$ cat config.mk
export PLATFORM = sky130hd
export DESIGN_NAME = rv64i_integer_execute_unit_flat
export DESIGN_NICKNAME = d
export VERILOG_FILES = /design/src/rv64ie_pkg.sv /design/src/rv64ie_if.sv /design/src/rv64ie_operand.sv /design/src/rv64ie_alu.sv /design/src/rv64ie_writeback.sv /design/src/rv64i_integer_execute_unit.sv /design/src/flat_wrapper.sv
export VERILOG_INCLUDE_DIRS = /design/src /design/src/src
export SDC_FILE = /design/constraint.sdc
export NUM_CORES = 2
export LEC_CHECK = 0
export ABC_AREA = 1
export BUFFER_PORTS_ARGS = -buffer_cell sky130_fd_sc_hd__buf_2
export CAP_MARGIN = 20
export CORE_ASPECT_RATIO = 1.5
export CORE_UTILIZATION = 42
export CTS_CLUSTER_SIZE = 14
export DETAILED_ROUTE_END_ITERATION = 7
export GPL_TIMING_DRIVEN = 0
export SLEW_MARGIN = 20
export SYNTH_ARGS = -nofsm -noshare
export SYNTH_HDL_FRONTEND = slang
export SYNTH_SLANG_ARGS = --single-unit
$ cat constraint.sdc
create_clock -name clk -period 11.2 [get_ports clk]
set_clock_uncertainty 0.05 [all_clocks]
set_input_delay 2.24 -clock clk [delete_from_list [all_inputs] [get_ports clk]]
set_output_delay 2.24 -clock clk [all_outputs]
set_load 0.005 [all_outputs]
$ cat src/rv64i_integer_execute_unit_defines.svh
// Assertion macros shared by the execute unit.
`ifndef RV64I_INTEGER_EXECUTE_UNIT_DEFINES_SVH
`define RV64I_INTEGER_EXECUTE_UNIT_DEFINES_SVH

`ifndef SYNTHESIS
// Holds at every clock edge outside reset.
`define RV64IE_ASSERT(label, clk, rst_n, prop, msg) \
    label: assert property (@(posedge clk) disable iff (!rst_n) (prop)) else $error(msg);
// The consequent is checked with non-overlapping implication after the antecedent sequence ends.
`define RV64IE_ASSERT_NEXT(label, clk, rst_n, ante, cons, msg) \
    label: assert property (@(posedge clk) disable iff (!rst_n) (ante) |=> (cons)) \
        else $error(msg);
`else
`define RV64IE_ASSERT(label, clk, rst_n, prop, msg)
`define RV64IE_ASSERT_NEXT(label, clk, rst_n, ante, cons, msg)
`endif

`endif

$ cat src/rv64ie_pkg.sv
package rv64ie_pkg;

    // Operation codes as they arrive on the issue channel.
    typedef enum logic [4:0] {
        OP_ADD   = 5'd0,
        OP_SUB   = 5'd1,
        OP_SLT   = 5'd2,
        OP_SLTU  = 5'd3,
        OP_XOR   = 5'd4,
        OP_OR    = 5'd5,
        OP_AND   = 5'd6,
        OP_SLL   = 5'd7,
        OP_SRL   = 5'd8,
        OP_SRA   = 5'd9,
        OP_ADDW  = 5'd10,
        OP_SUBW  = 5'd11,
        OP_SLLW  = 5'd12,
        OP_SRLW  = 5'd13,
        OP_SRAW  = 5'd14,
        OP_LUI   = 5'd15,
        OP_AUIPC = 5'd16,
        OP_JAL   = 5'd17,
        OP_JALR  = 5'd18,
        OP_BEQ   = 5'd19,
        OP_BNE   = 5'd20,
        OP_BLT   = 5'd21,
        OP_BGE   = 5'd22,
        OP_BLTU  = 5'd23,
        OP_BGEU  = 5'd24
    } op_t;

    localparam logic [63:0] INSN_BYTES   = 64'd4;
    localparam logic [5:0]  SHAMT64_MASK = 6'h3f;
    localparam logic [4:0]  SHAMT32_MASK = 5'h1f;

    // Operands after selection, held in the first stage.
    typedef struct packed {
        op_t         op;
        logic [4:0]  rd;
        logic [63:0] a;
        logic [63:0] b;
        logic [63:0] imm;
        logic [63:0] pc;
    } opnd_t;

    // Raw unit outputs, held in the second stage.
    typedef struct packed {
        op_t         op;
        logic [4:0]  rd;
        logic [63:0] sum;
        logic [63:0] logic_res;
        logic [63:0] shift_res;
        logic [63:0] pc_imm;
        logic [63:0] pc_seq;
        logic [63:0] jalr_tgt;
        logic [63:0] imm;
        logic        eq;
        logic        lt_s;
        logic        lt_u;
    } exec_t;

    function automatic logic [63:0] sext32(input logic [31:0] v);
        return {{32{v[31]}}, v};
    endfunction

    function automatic logic is_branch(input op_t op);
        return (op == OP_BEQ) || (op == OP_BNE) || (op == OP_BLT) ||
               (op == OP_BGE) || (op == OP_BLTU) || (op == OP_BGEU);
    endfunction

    function automatic logic is_word(input op_t op);
        return (op == OP_ADDW) || (op == OP_SUBW) || (op == OP_SLLW) ||
               (op == OP_SRLW) || (op == OP_SRAW);
    endfunction

endpackage

$ cat src/rv64ie_if.sv
// Issue channel: one decoded operation per item.
interface rv64ie_issue_if;
    logic               valid;
    logic               ready;
    logic [4:0]         opcode;
    logic               use_imm;
    logic [63:0]        rs1_value;
    logic [63:0]        rs2_value;
    logic signed [31:0] imm;
    logic [63:0]        pc;
    logic [4:0]         rd_index;

    modport source (
        output valid, opcode, use_imm, rs1_value, rs2_value, imm, pc, rd_index,
        input  ready
    );
    modport sink (
        input  valid, opcode, use_imm, rs1_value, rs2_value, imm, pc, rd_index,
        output ready
    );
endinterface

// Result channel: one writeback and next-pc item per operation.
interface rv64ie_result_if;
    logic        valid;
    logic        ready;
    logic [63:0] rd_value;
    logic        rd_write;
    logic [63:0] next_pc;
    logic        branch_taken;

    modport source (
        output valid, rd_value, rd_write, next_pc, branch_taken,
        input  ready
    );
    modport sink (
        input  valid, rd_value, rd_write, next_pc, branch_taken,
        output ready
    );
endinterface

$ cat src/rv64ie_operand.sv
module rv64ie_operand
    import rv64ie_pkg::*;
(
    input  logic               clk,
    input  logic               rst_n,
    rv64ie_issue_if.sink       issue,
    output logic               out_valid,
    input  logic               out_ready,
    output opnd_t              out_data
);

    logic  valid_reg;
    logic  valid_next;
    opnd_t opnd_reg;
    opnd_t opnd_next;
    logic  load;

    // Sign-extend the immediate and pick the second operand. Branches
    // always compare against rs2.
    always_comb
    begin
        opnd_next.op  = op_t'(issue.opcode);
        opnd_next.rd  = issue.rd_index;
        opnd_next.a   = issue.rs1_value;
        opnd_next.imm = sext32(issue.imm);
        opnd_next.pc  = issue.pc;
        if (is_branch(opnd_next.op) || !issue.use_imm)
        begin
            opnd_next.b = issue.rs2_value;
        end
        else
        begin
            opnd_next.b = opnd_next.imm;
        end
    end

    // The stage takes an item when it is empty or its item moves on.
    assign issue.ready = !valid_reg || out_ready;
    assign load        = issue.valid && issue.ready;
    assign valid_next  = issue.ready ? issue.valid : valid_reg;

    always_ff @(posedge clk or negedge rst_n)
    begin
        if (!rst_n)
        begin
            valid_reg <= 1'b0;
        end
        else
        begin
            valid_reg <= valid_next;
        end
    end

    always_ff @(posedge clk)
    begin
        if (load)
        begin
            opnd_reg <= opnd_next;
        end
    end

    assign out_valid = valid_reg;
    assign out_data  = opnd_reg;

endmodule

$ cat src/rv64ie_alu.sv
module rv64ie_alu
    import rv64ie_pkg::*;
(
    input  logic  clk,
    input  logic  rst_n,
    input  logic  in_valid,
    output logic  in_ready,
    input  opnd_t in_data,
    output logic  out_valid,
    input  logic  out_ready,
    output exec_t out_data
);

    logic        valid_reg;
    logic        valid_next;
    exec_t       exec_reg;
    exec_t       exec_next;
    logic        load;
    logic        sub;
    logic [63:0] b_add;
    logic [5:0]  shamt;
    logic [63:0] ext_a;
    logic [63:0] logic_res;
    logic [63:0] shift_res;

    // Adder, comparators and pc arithmetic work in parallel.
    always_comb
    begin
        sub   = (in_data.op == OP_SUB) || (in_data.op == OP_SUBW);
        b_add = sub ? ~in_data.b : in_data.b;

        exec_next.op        = in_data.op;
        exec_next.rd        = in_data.rd;
        exec_next.imm       = in_data.imm;
        exec_next.sum       = in_data.a + b_add + {63'd0, sub};
        exec_next.logic_res = logic_res;
        exec_next.shift_res = shift_res;
        exec_next.eq        = (in_data.a == in_data.b);
        exec_next.lt_u      = (in_data.a < in_data.b);
        exec_next.lt_s      = ($signed(in_data.a) < $signed(in_data.b));
        exec_next.pc_imm    = in_data.pc + in_data.imm;
        exec_next.pc_seq    = in_data.pc + INSN_BYTES;
        exec_next.jalr_tgt  = (in_data.a + in_data.imm) & ~64'd1;
    end

    // Bitwise logic.
    always_comb
    begin
        case (in_data.op)
            OP_XOR:  logic_res = in_data.a ^ in_data.b;
            OP_OR:   logic_res = in_data.a | in_data.b;
            default: logic_res = in_data.a & in_data.b;
        endcase
    end

    // Barrel shifter. Word forms shift the low word by a 5-bit amount and
    // are sign-extended in the next stage.
    always_comb
    begin
        if (is_word(in_data.op))
        begin
            shamt = {1'b0, in_data.b[4:0] & SHAMT32_MASK};
        end
        else
        begin
            shamt = in_data.b[5:0] & SHAMT64_MASK;
        end
        if (in_data.op == OP_SRAW)
        begin
            ext_a = sext32(in_data.a[31:0]);
        end
        else
        begin
            ext_a = {32'd0, in_data.a[31:0]};
        end
        case (in_data.op)
            OP_SLL, OP_SLLW: shift_res = in_data.a << shamt;
            OP_SRL:          shift_res = in_data.a >> shamt;
            OP_SRLW:         shift_res = ext_a >> shamt;
            OP_SRA:          shift_res = $signed(in_data.a) >>> shamt;
            OP_SRAW:         shift_res = $signed(ext_a) >>> shamt;
            default:         shift_res = 64'd0;
        endcase
    end

    assign in_ready   = !valid_reg || out_ready;
    assign load       = in_valid && in_ready;
    assign valid_next = in_ready ? in_valid : valid_reg;

    always_ff @(posedge clk or negedge rst_n)
    begin
        if (!rst_n)
        begin
            valid_reg <= 1'b0;
        end
        else
        begin
            valid_reg <= valid_next;
        end
    end

    always_ff @(posedge clk)
    begin
        if (load)
        begin
            exec_reg <= exec_next;
        end
    end

    assign out_valid = valid_reg;
    assign out_data  = exec_reg;

endmodule

$ cat src/rv64ie_writeback.sv
module rv64ie_writeback
    import rv64ie_pkg::*;
(
    input  logic            clk,
    input  logic            rst_n,
    input  logic            in_valid,
    output logic            in_ready,
    input  exec_t           in_data,
    rv64ie_result_if.source result
);

    logic        valid_reg;
    logic        valid_next;
    logic [63:0] rd_value_reg;
    logic [63:0] rd_value_next;
    logic        rd_write_reg;
    logic        rd_write_next;
    logic [63:0] next_pc_reg;
    logic [63:0] next_pc_next;
    logic        taken_reg;
    logic        taken_next;
    logic        writes;
    logic        cond;
    logic        load;

    // Pick the destination value and resolve control flow.
    always_comb
    begin
        rd_value_next = 64'd0;
        next_pc_next  = in_data.pc_seq;
        writes        = 1'b1;
        taken_next    = 1'b0;
        cond          = 1'b0;
        case (in_data.op)
            OP_ADD, OP_SUB:            rd_value_next = in_data.sum;
            OP_SLT:                    rd_value_next = {63'd0, in_data.lt_s};
            OP_SLTU:                   rd_value_next = {63'd0, in_data.lt_u};
            OP_XOR, OP_OR, OP_AND:     rd_value_next = in_data.logic_res;
            OP_SLL, OP_SRL, OP_SRA:    rd_value_next = in_data.shift_res;
            OP_ADDW, OP_SUBW:          rd_value_next = sext32(in_data.sum[31:0]);
            OP_SLLW, OP_SRLW, OP_SRAW: rd_value_next = sext32(in_data.shift_res[31:0]);
            OP_LUI:                    rd_value_next = in_data.imm;
            OP_AUIPC:                  rd_value_next = in_data.pc_imm;
            OP_JAL:
            begin
                rd_value_next = in_data.pc_seq;
                next_pc_next  = in_data.pc_imm;
                taken_next    = 1'b1;
            end
            OP_JALR:
            begin
                rd_value_next = in_data.pc_seq;
                next_pc_next  = in_data.jalr_tgt;
                taken_next    = 1'b1;
            end
            OP_BEQ, OP_BNE, OP_BLT, OP_BGE, OP_BLTU, OP_BGEU:
            begin
                writes = 1'b0;
                case (in_data.op)
                    OP_BEQ:  cond = in_data.eq;
                    OP_BNE:  cond = !in_data.eq;
                    OP_BLT:  cond = in_data.lt_s;
                    OP_BGE:  cond = !in_data.lt_s;
                    OP_BLTU: cond = in_data.lt_u;
                    default: cond = !in_data.lt_u;
                endcase
                taken_next = cond;
                if (cond)
                begin
                    next_pc_next = in_data.pc_imm;
                end
            end
            default: writes = 1'b0;
        endcase
        rd_write_next = writes && (in_data.rd != 5'd0);
    end

    // Output register; it also takes a new item while the consumer reads.
    assign in_ready   = !valid_reg || result.ready;
    assign load       = in_valid && in_ready;
    assign valid_next = in_ready ? in_valid : valid_reg;

    always_ff @(posedge clk or negedge rst_n)
    begin
        if (!rst_n)
        begin
            valid_reg <= 1'b0;
        end
        else
        begin
            valid_reg <= valid_next;
        end
    end

    always_ff @(posedge clk)
    begin
        if (load)
        begin
            rd_value_reg <= rd_value_next;
            rd_write_reg <= rd_write_next;
            next_pc_reg  <= next_pc_next;
            taken_reg    <= taken_next;
        end
    end

    assign result.valid        = valid_reg;
    assign result.rd_value     = rd_value_reg;
    assign result.rd_write     = rd_write_reg;
    assign result.next_pc      = next_pc_reg;
    assign result.branch_taken = taken_reg;

endmodule

$ cat src/rv64i_integer_execute_unit.sv
// RV64I integer execute unit: three register stages (operand select, compute, writeback).
// An accepted issue item moves through the operand, compute and writeback registers in order.
// Throughput is one item per cycle while the consumer is ready; a stall holds up to three items.
// Reset (rst_n, asynchronous, active low) clears the valid bits of all stages; data is not reset.
`include "rv64i_integer_execute_unit_defines.svh"

module rv64i_integer_execute_unit
    import rv64ie_pkg::*;
(
    input  logic            clk,
    input  logic            rst_n,
    rv64ie_issue_if.sink    issue,
    rv64ie_result_if.source result
);

    logic  opnd_valid;
    logic  opnd_ready;
    opnd_t opnd_data;
    logic  exec_valid;
    logic  exec_ready;
    exec_t exec_data;

    // Stage one: operand selection.
    rv64ie_operand u_operand (
        .clk       (clk),
        .rst_n     (rst_n),
        .issue     (issue),
        .out_valid (opnd_valid),
        .out_ready (opnd_ready),
        .out_data  (opnd_data)
    );

    // Stage two: adder, comparators, logic and shifter.
    rv64ie_alu u_alu (
        .clk       (clk),
        .rst_n     (rst_n),
        .in_valid  (opnd_valid),
        .in_ready  (opnd_ready),
        .in_data   (opnd_data),
        .out_valid (exec_valid),
        .out_ready (exec_ready),
        .out_data  (exec_data)
    );

    // Stage three: result selection and output register.
    rv64ie_writeback u_writeback (
        .clk      (clk),
        .rst_n    (rst_n),
        .in_valid (exec_valid),
        .in_ready (exec_ready),
        .in_data  (exec_data),
        .result   (result)
    );

    // An empty output stage means the whole pipeline can take an item.
    `RV64IE_ASSERT(a_ready_when_drained, clk, rst_n,
        issue.ready || result.valid, "issue stalled with empty output")
    // With the consumer ready, an accepted item passes the compute and writeback registers to the output.
    `RV64IE_ASSERT_NEXT(a_latency, clk, rst_n,
        (issue.valid && issue.ready) ##1 result.ready ##1 result.ready,
        result.valid, "item did not arrive in three cycles")

endmodule
$ cat src/flat_wrapper.sv
// flat-port wrapper written by rule: the top's interface ports become plain ports
module rv64i_integer_execute_unit_flat import rv64ie_pkg::*;
  (clk, rst_n, issue_valid, issue_opcode, issue_use_imm, issue_rs1_value, issue_rs2_value, issue_imm, issue_pc, issue_rd_index, issue_ready, result_valid, result_rd_value, result_rd_write, result_next_pc, result_branch_taken, result_ready);
  rv64ie_issue_if issue_i ();
  rv64ie_result_if result_i ();
  input  logic clk;
  input  logic rst_n;
  input wire logic [$bits(issue_i.valid)-1:0] issue_valid;
  input wire logic [$bits(issue_i.opcode)-1:0] issue_opcode;
  input wire logic [$bits(issue_i.use_imm)-1:0] issue_use_imm;
  input wire logic [$bits(issue_i.rs1_value)-1:0] issue_rs1_value;
  input wire logic [$bits(issue_i.rs2_value)-1:0] issue_rs2_value;
  input wire logic [$bits(issue_i.imm)-1:0] issue_imm;
  input wire logic [$bits(issue_i.pc)-1:0] issue_pc;
  input wire logic [$bits(issue_i.rd_index)-1:0] issue_rd_index;
  output wire logic [$bits(issue_i.ready)-1:0] issue_ready;
  output wire logic [$bits(result_i.valid)-1:0] result_valid;
  output wire logic [$bits(result_i.rd_value)-1:0] result_rd_value;
  output wire logic [$bits(result_i.rd_write)-1:0] result_rd_write;
  output wire logic [$bits(result_i.next_pc)-1:0] result_next_pc;
  output wire logic [$bits(result_i.branch_taken)-1:0] result_branch_taken;
  input wire logic [$bits(result_i.ready)-1:0] result_ready;
  assign issue_i.valid = issue_valid;
  assign issue_i.opcode = issue_opcode;
  assign issue_i.use_imm = issue_use_imm;
  assign issue_i.rs1_value = issue_rs1_value;
  assign issue_i.rs2_value = issue_rs2_value;
  assign issue_i.imm = issue_imm;
  assign issue_i.pc = issue_pc;
  assign issue_i.rd_index = issue_rd_index;
  assign issue_ready = issue_i.ready;
  assign result_valid = result_i.valid;
  assign result_rd_value = result_i.rd_value;
  assign result_rd_write = result_i.rd_write;
  assign result_next_pc = result_i.next_pc;
  assign result_branch_taken = result_i.branch_taken;
  assign result_i.ready = result_ready;
  rv64i_integer_execute_unit u_core (.clk(clk), .rst_n(rst_n), .issue(issue_i), .result(result_i));
endmodule
==> impl_metrics.yaml, run 1 <==
status:
  outcome: "stopped before the end"
  failing_step: "global routing"
  error_message: "[ERROR GRT-0116] Global routing finished with congestion. Check the congestion regions in the DRC Viewer."
clock_tree:
  h-tree-depth: 3
  cts-buffers-inserted: 82
  post_cts_resized: 0
  hold_fix_buffers_cts: 0
  clkSinkCount: 795
  cts.root.buffer_cell: "sky130_fd_sc_hd__clkbuf_16"
  clockBufferDepth: 3
  postCtsSetupBuffers: 0
global_routing:
  grt_ovf: 459
  grt.total_usage_pct: 69.0
  grt_pass1_vias: 74393
  grt_max_degree: 85
  grt_first_pass_wirelength_um: 684000
yosys:
  syn_avg_cell_area_um2: 7.88
  mappedNetlistNets: 8097
  count_of_unique_library_cells_instantiated_by_yosys: 59
  netlist.top_cell.by_area: "sky130_fd_sc_hd__edfxtp_1"
  synthesis.instances: 7468
  synth-seq-cells: 795
  synth_area_leaders: "sky130_fd_sc_hd__edfxtp_1 40%, sky130_fd_sc_hd__nand2_1 12%, sky130_fd_sc_hd__ha_1 8.2%"
  synth_enable_flop_cells: 792
  syn_std_cell_area_um2: 58900
  synth_top_area_share_pct: 40.4
  synthArstFlopShare_pct: 0.377
  synth.yosys.seq_area_share_pct: 40.5
  synth-warning-count: 0
  synth_flop_cell: "sky130_fd_sc_hd__edfxtp_1"
place:
  post-place-cells: 9735
  final_gp_congestion: 1.25
  place.detailed.hpwl_um: 333000
  io_buffer_count: 370
floorplanning:
  floorplan.initialDensity_pct: 42.5
  rows: 167
  fp.dieH_um: 461
  die_width_um: 308
  top_level_ports: 371
synth_stat cells (11+ instances only):
| library cell | count |
|---|---|
| sky130_fd_sc_hd__inv_2 | 14 |
| sky130_fd_sc_hd__nand3_1 | 952 |
| sky130_fd_sc_hd__a21o_1 | 33 |
| sky130_fd_sc_hd__xnor2_1 | 62 |
| sky130_fd_sc_hd__a31oi_1 | 31 |
| sky130_fd_sc_hd__o221ai_1 | 41 |
| sky130_fd_sc_hd__nand4_1 | 85 |
| sky130_fd_sc_hd__buf_2 | 77 |
| sky130_fd_sc_hd__a21oi_1 | 376 |
| sky130_fd_sc_hd__nor3_1 | 76 |
| sky130_fd_sc_hd__inv_1 | 633 |
| sky130_fd_sc_hd__mux2i_1 | 27 |
| sky130_fd_sc_hd__o2111ai_1 | 21 |
| sky130_fd_sc_hd__o21a_1 | 24 |
| sky130_fd_sc_hd__xor2_1 | 227 |
| sky130_fd_sc_hd__buf_1 | 63 |
| sky130_fd_sc_hd__nor4_1 | 35 |
| sky130_fd_sc_hd__clkbuf_1 | 177 |
| sky130_fd_sc_hd__a21boi_0 | 13 |
| sky130_fd_sc_hd__ha_1 | 387 |
| sky130_fd_sc_hd__or2_2 | 14 |
| sky130_fd_sc_hd__o211ai_1 | 116 |
| sky130_fd_sc_hd__nor2_1 | 532 |
| sky130_fd_sc_hd__a221oi_1 | 79 |
| sky130_fd_sc_hd__a22oi_1 | 47 |
| sky130_fd_sc_hd__nand2_1 | 1932 |
| sky130_fd_sc_hd__o21bai_1 | 15 |
| sky130_fd_sc_hd__o21ai_1 | 18 |
| sky130_fd_sc_hd__edfxtp_1 | 792 |
| sky130_fd_sc_hd__nand3b_1 | 11 |
| sky130_fd_sc_hd__o21ai_0 | 461 |
routing by layer:
layer  track usage (%)  GRT overflow
met4              70.7           212
met1              70.1             3
met2              89.3           239
met5              18.6             0
met3              45.8             5
kinds of logic after synthesis:
group	Yosys count	share of synthesized area, %
adders and majority gates	390	8.33
AOI/OAI and AO/OA	1313	13.4
buffers and inverters	980	6.50
xor gates and xnor gates	289	4.30
muxes	27	0.459
and+or+nand+nor	3674	26.5
DFF	795	40.5
per-stage QoR:
step	cell area [um2]	setup slack (ns)	hold slack, ns
2_1_floorplan	58900	1.73	0.350
3_3_place_gp	63100	-1.22	0.353
3_5_place_dp	63900	5.33	0.355
4_1_cts	66600	5.34	0.389
==> run 2, diff against run 1 <==
Settings changed: CORE_ASPECT_RATIO 1.5 to unset, CORE_UTILIZATION 42 to 27, CTS_CLUSTER_SIZE 14 to unset, PLACE_DENSITY_LB_ADDON set to 0.15.
==> impl_metrics.yaml, run 2 <==
status:
  outcome: "finished clean"
clock_tree:
  clock_insertion_delay_worst_skew_ns: 0.79
  cts.root.buffer_cell: "sky130_fd_sc_hd__clkbuf_16"
  postCtsSetupBuffers: 0
  path_clk_slew_ns: 0.06
  cts_tree: "yes"
  clkSinkCount: 795
  h-tree-depth: 3
  post_cts_resized: 0
  clockBufferDepth: 3
  hold_fix_buffers_cts: 0
  cts-buffers-inserted: 99
yosys:
  synth-seq-cells: 795
  syn_std_cell_area_um2: 58900
  synth-warning-count: 0
  synthesis.instances: 7468
  ys_top_cells_by_count: "1,932 x sky130_fd_sc_hd__nand2_1, 952 x sky130_fd_sc_hd__nand3_1, 792 x sky130_fd_sc_hd__edfxtp_1"
  synth_top_area_share_pct: 40.4
  syn_avg_cell_area_um2: 7.88
  synth_enable_flop_cells: 792
  mappedNetlistNets: 8097
  synth_flop_cell: "sky130_fd_sc_hd__edfxtp_1"
  count_of_unique_library_cells_instantiated_by_yosys: 59
  synth.yosys.seq_area_share_pct: 40.5
  synth_area_leaders: "sky130_fd_sc_hd__edfxtp_1 40%, sky130_fd_sc_hd__nand2_1 12%, sky130_fd_sc_hd__ha_1 8.2%"
  cell_with_the_most_instances_after_synthesis: "sky130_fd_sc_hd__nand2_1"
  synthArstFlopShare_pct: 0.377
  netlist.top_cell.by_area: "sky130_fd_sc_hd__edfxtp_1"
finish:
  final_core_util_pct: 31.8
  fillers: 23624
  drive_gt1_share_pct: 10.4
  layout-area-overhead-vs-synth_pct: 17.0
  most-common-layout-cells: "1,932 x sky130_fd_sc_hd__nand2_1, 952 x sky130_fd_sc_hd__nand3_1, 792 x sky130_fd_sc_hd__edfxtp_1"
  mostFrequentLayoutCell: "sky130_fd_sc_hd__nand2_1"
  multiInputGateArea_um2: 31200
  regArea_um2: 23900
  final_nets: 8607
  flip_flop_count_of_the_largest_register_all_copies_and_words_added: 428
drt:
  drt-wirelength-per-cell_um: 42.5
  drt_iter0_markers: 7443
  drt_drc_violations_left: 0
  vias: 62886
  detail-route-antenna-nets: 0
  route.final.wire_length_um: 465000
  vias_cell: 5.75
  drt-pass1-iter-count: 6
floorplanning:
  fp.coreArea_um2: 217000
  floorplan.initialDensity_pct: 27.1
  area_of_the_die_um2: 220000
  rows: 171
  top_level_ports: 371
  die_width_um: 469
  fp.dieH_um: 469
worst_hold_path:
  worstHoldPathCells: 0
  holdCritStartpoint: "u_core.u_operand.out_data[256]"
  min_delay_worst_endpoint: "u_core.u_alu.out_data[451]"
  timing.hold.worst.class: "reg2reg"
power_and_ir_drop:
  p_leak_nw: 29.1
  pwrdens_nw_per_um2: 192
  vdd.ir_drop.worst_mv: 0.107
setup_path:
  critical_path.startpoint_type: "flop"
  crit_type: "reg2reg"
  ff_to_ff_end: "u_core.u_alu.out_data[316]"
  worst_reg2reg_path_length_in_cells: 10
  r2r-start: "u_core.u_operand.out_data[223]"
  crit_path_max_fanout: 6
  worst_path_required_ns: 11.63
  reg2reg_setup_slack_ns: 5.38
  critPathCaptureType: "flop"
  cp_data_arrival_time_ns: 6.26
sta:
  tightest_slew_ns: 1.36
  timing.slew.headroom_pct: 9.09
  setup_ws_ns: 5.38
  final-setup-viol-count: 0
  finalWorstPathRequiredPeriod_ns: 5.82
  setup_tns_ns: 0
  fmaxAchievable_mhz: 172
  maxSlewViolCount: 0
  period_share_pct: 52.0
  final_report_hold_violation_count: 0
  unrepaired_setup_endpoints_after_global_routing: "no"
global_routing:
  grt_busiest_layer: "met2"
  grt_max_degree: 98
  grt_ovf: 0
  grt.total_usage_pct: 41.3
  grtUsageMet1_pct: 46.7
  met3_usage_pct: 6.58
  antenna_found_initial: 72
  grt_first_pass_wirelength_um: 589000
  globalRouteMet2Util_pct: 67.1
  grt_pass1_vias: 61259
place:
  final_gp_congestion: 1.15
  place.detailed.hpwl_um: 390000
  dp_worst_setup_slack_ns: 5.27
  io_buffer_count: 370
run:
  maxCapViolCount: 0
## run 2: metrics by stage
step	hold slack, ns	instances	instance area (um2)	total power, mW
final	0.370	10935	68900	13.3
after global routing	0.372	10929	68900	13.6
after CTS	0.371	10918	68900	13.1
after detailed placement	0.355	10731	65300	9.47
after global placement	0.352	10692	64300	9.57
after floorplan	0.350	7468	58900	6.77
## run 2: how the worst max path moves through the flow
stage	startpoint	to	cells after the start
2_1_floorplan	result_ready	u_core.u_alu.out_data[0]	6
3_3_place_gp	result_ready	u_core.u_alu.out_data[457]	7
3_5_place_dp	u_core.u_operand.out_data[132]	u_core.u_alu.out_data[443]	15
4_1_cts	u_core.u_operand.out_data[132]	u_core.u_alu.out_data[443]	15
5_1_grt	u_core.u_operand.out_data[131]	u_core.u_alu.out_data[443]	15
6_report	u_core.u_operand.out_data[223]	u_core.u_alu.out_data[316]	10
## run 2: critical path: stages (launching register included)
cell and delay [ns]:
sky130_fd_sc_hd__edfxtp_1 1.15, sky130_fd_sc_hd__inv_1 0.85, sky130_fd_sc_hd__nand2_1 0.67, sky130_fd_sc_hd__nand2_1 0.11, sky130_fd_sc_hd__o21ai_0 0.43, sky130_fd_sc_hd__o21ai_0 0.20
sky130_fd_sc_hd__nand2_1 0.10, sky130_fd_sc_hd__o21ai_1 0.31, sky130_fd_sc_hd__o22ai_1 0.79, sky130_fd_sc_hd__nand2_1 0.16, sky130_fd_sc_hd__nand4_1 0.64
## run 2: layer usage
| layer | vias to the layer above | share of wire, % |
|---|---|---|
| met2 | 3473 | 46 |
| met5 | - | 0.030 |
| met4 | 20 | 11 |
| met1 | 31226 | 37 |
| li1 | 26993 | - |
| met3 | 1174 | 6.6 |
## run 2: power breakdown
group,total (mW),internal (mW),switching (mW)
registers,4.66,4.12,0.543
logic,4.97,1.19,3.78
clock network,3.61,2.10,1.52
## run 2: final cells by class
class,count,area share (%)
Multi-Input combinational cell,5693,45.3
Sequential cell,795,34.6
Tap cell,2854,5.18
Timing Repair Buffer,409,3.82
Clock buffer,104,3.65
Inverter,651,3.56
Buffer,329,2.18
Clock inverter,83,1.58
Antenna cell,17,0.0617
## run 2: kinds of logic (layout without fill, tap and decap cells)
family / count (synthesis) / count (layout) / share of synthesized area (%)
and+or+nand+nor: 3674 / 3674 / 26.5
muxes: 27 / 27 / 0.459
DFF: 795 / 795 / 40.5
other: 0 / 17 / 0
AOI/OAI and AO/OA: 1313 / 1313 / 13.4
xor gates and xnor gates: 289 / 289 / 4.30
buffers and inverters: 980 / 1576 / 6.50
adders and majority gates: 390 / 390 / 8.33
Note: power is estimated with default switching activity, not from simulation.
